File: src/rtl/core/bpcc_mod.sv
// ----------------------------------------------------------------------------
// bpcc_mod
// Remainder of a 32-bit value by a fixed table size: a mask for powers of
// two, otherwise a reciprocal multiply, a multiply-subtract and one
// correcting subtract.
// ----------------------------------------------------------------------------
module bpcc_mod #(
    parameter int MOD = 64
) (
    input  logic                                 clk,
    input  logic                                 rst_n,
    input  logic                                 start,
    input  logic [31:0]                          value,
    output logic                                 done,
    output logic [(MOD > 1 ? $clog2(MOD) : 1)-1:0] rem
);

    localparam int  IW   = (MOD > 1) ? $clog2(MOD) : 1;
    localparam int  RW   = $clog2(MOD + 1);
    localparam bit  POW2 = ((MOD & (MOD - 1)) == 0);
    localparam logic [31:0] MODV  = 32'(MOD);
    // floor(2^32 / MOD): the quotient estimate is low by at most one
    localparam logic [31:0] RECIP = 32'((64'd1 << 32) / 64'(MOD));

    logic [31:0]   val_reg;
    logic [31:0]   quo_reg;
    logic [31:0]   diff_reg;
    logic [RW-1:0] rem_reg;
    logic [1:0]    cnt_reg;
    logic          done_reg;
    logic [63:0]   prod;
    logic [31:0]   diff_red;
    logic [31:0]   masked;

    // quotient estimate and final correction
    always_comb
    begin
        prod     = {32'd0, val_reg} * {32'd0, RECIP};
        diff_red = (diff_reg >= MODV) ? diff_reg - MODV : diff_reg;
        masked   = value & (MODV - 32'd1);
    end

    // step control
    always_ff @(posedge clk or negedge rst_n)
    begin
        if (!rst_n)
        begin
            cnt_reg  <= '0;
            done_reg <= 1'b0;
        end
        else if (start)
        begin
            cnt_reg  <= POW2 ? 2'd0 : 2'd3;
            done_reg <= POW2;
        end
        else if (cnt_reg != 2'd0)
        begin
            cnt_reg <= cnt_reg - 2'd1;
            if (cnt_reg == 2'd1)
                done_reg <= 1'b1;
        end
    end

    // datapath
    always_ff @(posedge clk)
    begin
        if (start)
        begin
            val_reg <= value;
            rem_reg <= POW2 ? RW'(masked) : '0;
        end
        else if (cnt_reg == 2'd3)
            quo_reg <= prod[63:32];
        else if (cnt_reg == 2'd2)
            diff_reg <= val_reg - quo_reg * MODV;
        else if (cnt_reg == 2'd1)
            rem_reg <= RW'(diff_red);
    end

    assign done = done_reg;
    assign rem  = rem_reg[IW-1:0];

    a_rem_range: assert property (@(posedge clk) disable iff (!rst_n)
        done |-> (RW'(rem_reg) < RW'(MOD)) || (MOD == 1))
        else $error("remainder out of range");
    a_done_after_start: assert property (@(posedge clk) disable iff (!rst_n)
        start && !POW2 |=> !done)
        else $error("done raised too early");
    a_steps_not_done: assert property (@(posedge clk) disable iff (!rst_n)
        cnt_reg != 2'd0 |-> !done)
        else $error("done while steps remain");

endmodule

File: config.mk
export PLATFORM = sky130hd
export DESIGN_NAME = bpcc_mod
export DESIGN_NICKNAME = d
export VERILOG_FILES = /design/src/rtl/core/bpcc_mod.sv
export SDC_FILE = /design/constraint.sdc
export NUM_CORES = 1
export LEC_CHECK = 0
export ABC_AREA = 1
export BUFFER_PORTS_ARGS = -buffer_cell sky130_fd_sc_hd__clkbuf_2
export CAP_MARGIN = 30
export CORE_MARGIN = 2
export CORE_UTILIZATION = 47
export DETAILED_ROUTE_END_ITERATION = 8
export GPL_ROUTABILITY_DRIVEN = 0
export PLACE_DENSITY = 0.82
export SYNTH_ARGS = -nofsm -noshare
export SYNTH_HDL_FRONTEND = slang
export SYNTH_SLANG_ARGS = --single-unit
File: constraint.sdc
create_clock -name clk -period 2.4 [get_ports clk]
set_clock_uncertainty 0.2 [all_clocks]
set_input_delay 0.48 -clock clk [delete_from_list [all_inputs] [get_ports clk]]
set_output_delay 0.48 -clock clk [all_outputs]
set_load 0.005 [all_outputs]
* After elaboration in Yosys (flattened, before gate mapping)
Cells that the tools add are included.
** Operators by class
- Add/subtract/negate cells :: 3
- Magnitude comparators :: 1
- Equality and inequality tests :: 5
- Multiplexer cells :: 10
- Bitwise logic cells :: 2
- Reductions and logical operators :: 7
** Operators by type and width (number)
- >= comparator 32 x 7 -> 1 bit, second input constant :: 1
- subtractor 32 bit :: 1
- two-way mux 6 bit :: 5
- AND reduction 3 bit :: 2
- nonzero test 2 bit :: 3
- subtractor 6 x 1 -> 6 bit, second input constant :: 1
- equality test 2 bit, second input constant :: 2
- two-way mux 2 bit :: 2
- inequality test 2 bit, second input constant :: 2
- AND reduction 2 bit :: 2
- two-way mux 1 bit :: 3
- equality test 2 x 1 -> 1 bit, second input constant :: 1
- NOT 1 bit :: 2
- subtractor 2 x 1 -> 2 bit, second input constant :: 1
** Storage, ports and cells
- Bits in registers :: 99
- Bits of input ports :: 35
- Output and inout bits :: 7
- Word-level logic and storage cells :: 34

* Depth between registers and ports, before layout
- Depth in word-level cells :: 6
- Gate-level depth with buffers :: 5
- Depth with buffers taken out :: 5

* Worst setup path before layout
OpenSTA, ideal clock, no wires.
- Path kind :: input to register
- Start point :: input port start
- End point :: register diff_reg[0] (enable)
- Library setup time :: 0.326 ns
- Arrival :: 0.988 ns
- Data required time :: 1.874 ns
- Setup slack :: 0.886 ns
- Stages on the path :: 5
- Buffers on the path :: 2
- Cell sequence :: buf_6 -> inv_4 -> buf_8 -> nand2_2 -> nor2_2
** Between the ends
- Longest elaborated chain between the ends :: 2
** Ends and longest elaborated chain
- start: declaration :: line 12 : input logic start,
- NOT 1 bit (no line)
- AND reduction 3 bit (no line)
- end signal: assignment :: line 75 : diff_reg <= val_reg - quo_reg * MODV;
- end: declaration :: line 27 : logic [31:0] diff_reg;
No other way between the ends.
A chain may end at the register's enable or synchronous reset.

* Worst setup path in the final report
- Start point :: register cnt_reg[0]
- End point :: register rem_reg[1] (enable)
** Between the ends
- Longest elaborated chain between the ends :: 3
- Elaborated cells between the ends (all ways) :: 7
- Those cells by class :: 5 x eq/ne; 2 x reduce/logical
** Ends and longest elaborated chain
- start: declaration :: line 29 : logic [1:0] cnt_reg;
- start signal: assignment :: line 53 : cnt_reg <= POW2 ? 2'd0 : 2'd3;
- start signal: assignment :: line 58 : cnt_reg <= cnt_reg - 2'd1;
- equality test 2 bit, or another cell as far along :: line 74 : else if (cnt_reg == 2'd2)
- inequality test 2 bit (no line) or nonzero test 2 bit (tied branches)
- AND reduction 3 bit (no line) *
- end signal: assignment :: line 70 : rem_reg <= POW2 ? RW'(masked) : '0;
- end signal: assignment :: line 77 : rem_reg <= RW'(diff_red);
- end: declaration :: line 28 : logic [RW-1:0] rem_reg;
Every way passes the cells marked *; elsewhere a longest branch is shown, timed or not.

==> results by stage <==
Outcome:
- The run finished with clean final reports.

Floorplanning:
- The count of standard-cell rows is 15.
- The area of the core region is 1708 µm².
- The starting utilization of the core area is 0.4930.
- Measured along the y axis, the die boundary spans 46.33 µm.
- For this design the top-level I/O count stands at 42.
- The die is 46.33 µm wide.
- The area enclosed by the die boundary is 2146 µm².

Timing:
- The count of endpoints failing setup in the final report is 0.
- The worst-case setup margin in the final layout is 802.5 ps.
- The count of endpoints failing hold in the final timing report is 0.
- In the final timing run, aggregate negative setup slack is 0 ps.
- The max-slew violation total from the final report is 0.
- Timing would allow up to 626.0 MHz.
- The smallest clock period supported by the final layout is computed as between 1500 and 2000 ps.
- At the pin with the least slew margin, the transition time is 337.6 ps.
- In the finished design, the share of the clock period the worst path needs comes to 0.6656.
- Setup repair after global routing left no endpoint under its margin.
- The remaining max-slew budget at the tightest pin is 0.7750.

GRT:
- The first global-routing pass estimated between 2000 and 2500 µm of wire.
- The initial antenna violation count is 0.
- The largest net degree at the start of global routing is 16.
- For this run the aggregate overflow at the end of global routing stands at 0.
- The number of global-route vias before repair was 472.
- In the global route stage, overall resource usage came out at 0.1471.

Synthesis:
- The count of synthesis-stage warnings from yosys is 0.
- In this run, synthesis produced a sequential element count of 21.
- Of the synthesized area, sequential elements account for 0.7311.
- In this run, distinct cell masters in the synthesized netlist total 12.
- The cell count after synthesis is 64.
- Summing every instance area after synthesis gives 842.1 µm².
- The net count of the mapped netlist is 103.
- The mean post-synth cell area is 13.16 µm².

Clock tree:
- The number of cells upsized or downsized after cts is 0.
- The register clock-pin slew on the reported worst setup and hold paths is 110 ps.
- The cell chosen for the clock root is clkbuf_4.
- CTS saw 21 sinks.
- In this run the number of H-tree levels came out at 1.
- In this run the deepest clock path goes through 2 buffers.
- The insertion delay to the later sink of the worst-skew pair is 290 ps.
- Counting the buffers created by CTS gives 3.
- Buffers added to address setup during post-CTS repair amount to 0.
- TritonCTS built the clock tree.
- The post-cts hold buffer count is 1.

Critical path:
- Along the worst path, the maximum fanout reaches 6.
- The signal on the critical path passes through inv_1, ha_1, nor2_1, nand2_1, nand2_1.
- For the worst setup path, the data arrival time is 1390 ps.
- The stage delay of the slowest cell on the critical path is around 420 ps.
- The logic depth of the worst path, buffers included is 5.
- Following the worst setup path forward leads to its endpoint at rem_reg[1]$_DFFE_PP_.
- The worst setup path is launched from a register.
- The cell count of the worst reg-to-reg path is 5.
- The beginning of the worst register-to-register path is cnt_reg[0]$_DFFE_PN0P_.
- The worst register-to-register path ends at rem_reg[1]$_DFFE_PP_.
- The most critical setup path has its startpoint at cnt_reg[0]$_DFFE_PN0P_.
- The worst setup path is of the register to register kind.
- For this design, the slowest cell found on the critical path is dfrtp_1.
- The number of buffer and inverter stages on the critical path is 1.
- The type of element capturing the critical path is a register.
- For flop-to-flop paths, the worst setup slack is 800 ps.
- At the worst endpoint, the required time is approximately 2200 ps.
- The cell class contributing the biggest share of worst-path delay is flip-flops.
- The most frequent cell on the critical path is nand2_1.

Layout:
- The antenna cell count is 0.
- The net count of the finished layout is ~120.
- Summing all non-filler instances in the final layout gives an area of 958.4 µm².
- The end-of-flow core utilization is 0.5612.
- The layout overhead on the synthesized area is 13.82%.
- Of the cells placed in the final design, the portion with a size suffix greater than 1 is 0.2561.
- In the final layout, the multi-input gates occupy 182.7 µm².
- The total of fill cells in the finished design is 138.
- The area of all sequential standard cells is between 600 and 700 µm².

Min path:
- The path type of the worst min-delay path is primary input to register.
- Counting instances, the worst hold path has a depth of 1.

Detailed routing:
- In the routed design, unresolved DRC markers number 0.
- The final route contains ~500 vias.
- The wire length reported by the detailed router is around 1200 µm.
- The number of routed nets with antenna violations is 0.
- After the first detailed-routing iteration, the DRC count stood at 17.
- The wire length per cell after detailed routing is 11.57 µm.
- The first detailed-routing pass took 4 iterations.
- The via-per-instance ratio is 4.607.

Power:
- After layout, the design draws a total of slightly above 0.6 mW.
- For this design the static power due to leakage is 0.4195 nW.
- The worst-case IR drop observed on VDD is 0.3906 mV.
- The ratio of total power to cell area is about 640 nW/µm².

Placement:
- OpenSTA, run right after detailed placement, puts the worst setup slack at between 600 and 700 ps.
- The placed standard-cell area is 922.1 µm².
- The HPWL after detailed placement is between 900 and 1000 µm.
- The number of buffers inserted by port buffering is 15.

Run:
- The max-cap check violation count is 0.
-- worst register-to-register path, cell delays in order (launching register included) --
cell and delay, ps:
dfrtp_1 420, inv_1 100, ha_1 230, nor2_1 100, nand2_1 60, nand2_1 190
-- power by group --
part | internal, mW | total (mW) | switching (mW)
clock | 0.0646 | 0.162 | 0.0977
combinational | 0.0125 | 0.0313 | 0.0188
sequential | 0.413 | 0.416 | 0.00350
-- kinds of logic after synthesis --
logic type,count (synthesis),synth area share
flip-flops,21,0.7311
adder cells (fa/ha/maj),4,0.05944
AND/OR/NAND/NOR,33,0.1575
buffers and inverters,6,0.05200
-- how the worst min path moves through the flow --
stage          startpoint                      to  slack [ps]
3_3_place_gp        rst_n        done$_DFFE_PN0P_          80
6_report         value[3]    val_reg[3]$_DFFE_PP_         170
5_1_grt          value[3]    val_reg[3]$_DFFE_PP_         150
3_5_place_dp        rst_n        done$_DFFE_PN0P_          80
4_1_cts          value[3]    val_reg[3]$_DFFE_PP_         160
2_1_floorplan       rst_n  cnt_reg[0]$_DFFE_PN0P_         -20
-- cell usage after synthesis, drive strengths merged --
| library cell | count | area [µm²] |
|---|---|---|
| buf | 2 | 26.27 |
| dfrtp | 3 | 75.07 |
| edfxtp | 18 | 540.5 |
| ha | 4 | 50.05 |
| inv | 4 | 17.52 |
| nand2 | 26 | 100.1 |
| nand3 | 3 | 15.01 |
| nor2 | 4 | 17.52 |
-- routing by layer --
layer / vias up / GRT usage / routed length, µm
met2: 18 / 0.2389 / 631
li1: 245 / - / -
met1: 228 / 0.1740 / 531
met5: - / 0 / 0
met3: 2 / 0.03529 / 63
met4: 0 / 0.09143 / 12
-- stage by stage --
| step | cells | hold WS, ps |
|---|---|---|
| after floorplan | 64 | -15.59 |
| after global placement | 102 | 75.96 |
| after detailed placement | 102 | 77.60 |
| after CTS | 107 | 164.0 |
| after global routing | 107 | 151.8 |
| final | 107 | 169.6 |
-- final cells by class --
cell class,instances,share of cell area
clock buffers,4,0.02742
well taps,25,0.03264
repair buffers,16,0.08877
inverters,4,0.01828
flip-flops and latches,21,0.6423
multi-input cells,37,0.1906
-- cells in the final DEF, fill, tap and decap left out --
cell type	synthesis	final
nand2_1	25	25
edfxtp_1	18	18
clkbuf_2	0	15
ha_1	4	4
inv_1	3	3
nor2_1	3	3
nand3_1	3	3
clkbuf_4	0	3
dfrtp_1	3	3
inv_4	1	1
nand2_2	1	1
nor2_2	1	1
clkbuf_1	0	1
dlygate4sd3_1	0	1
Power figures use the tool's default switching activity.
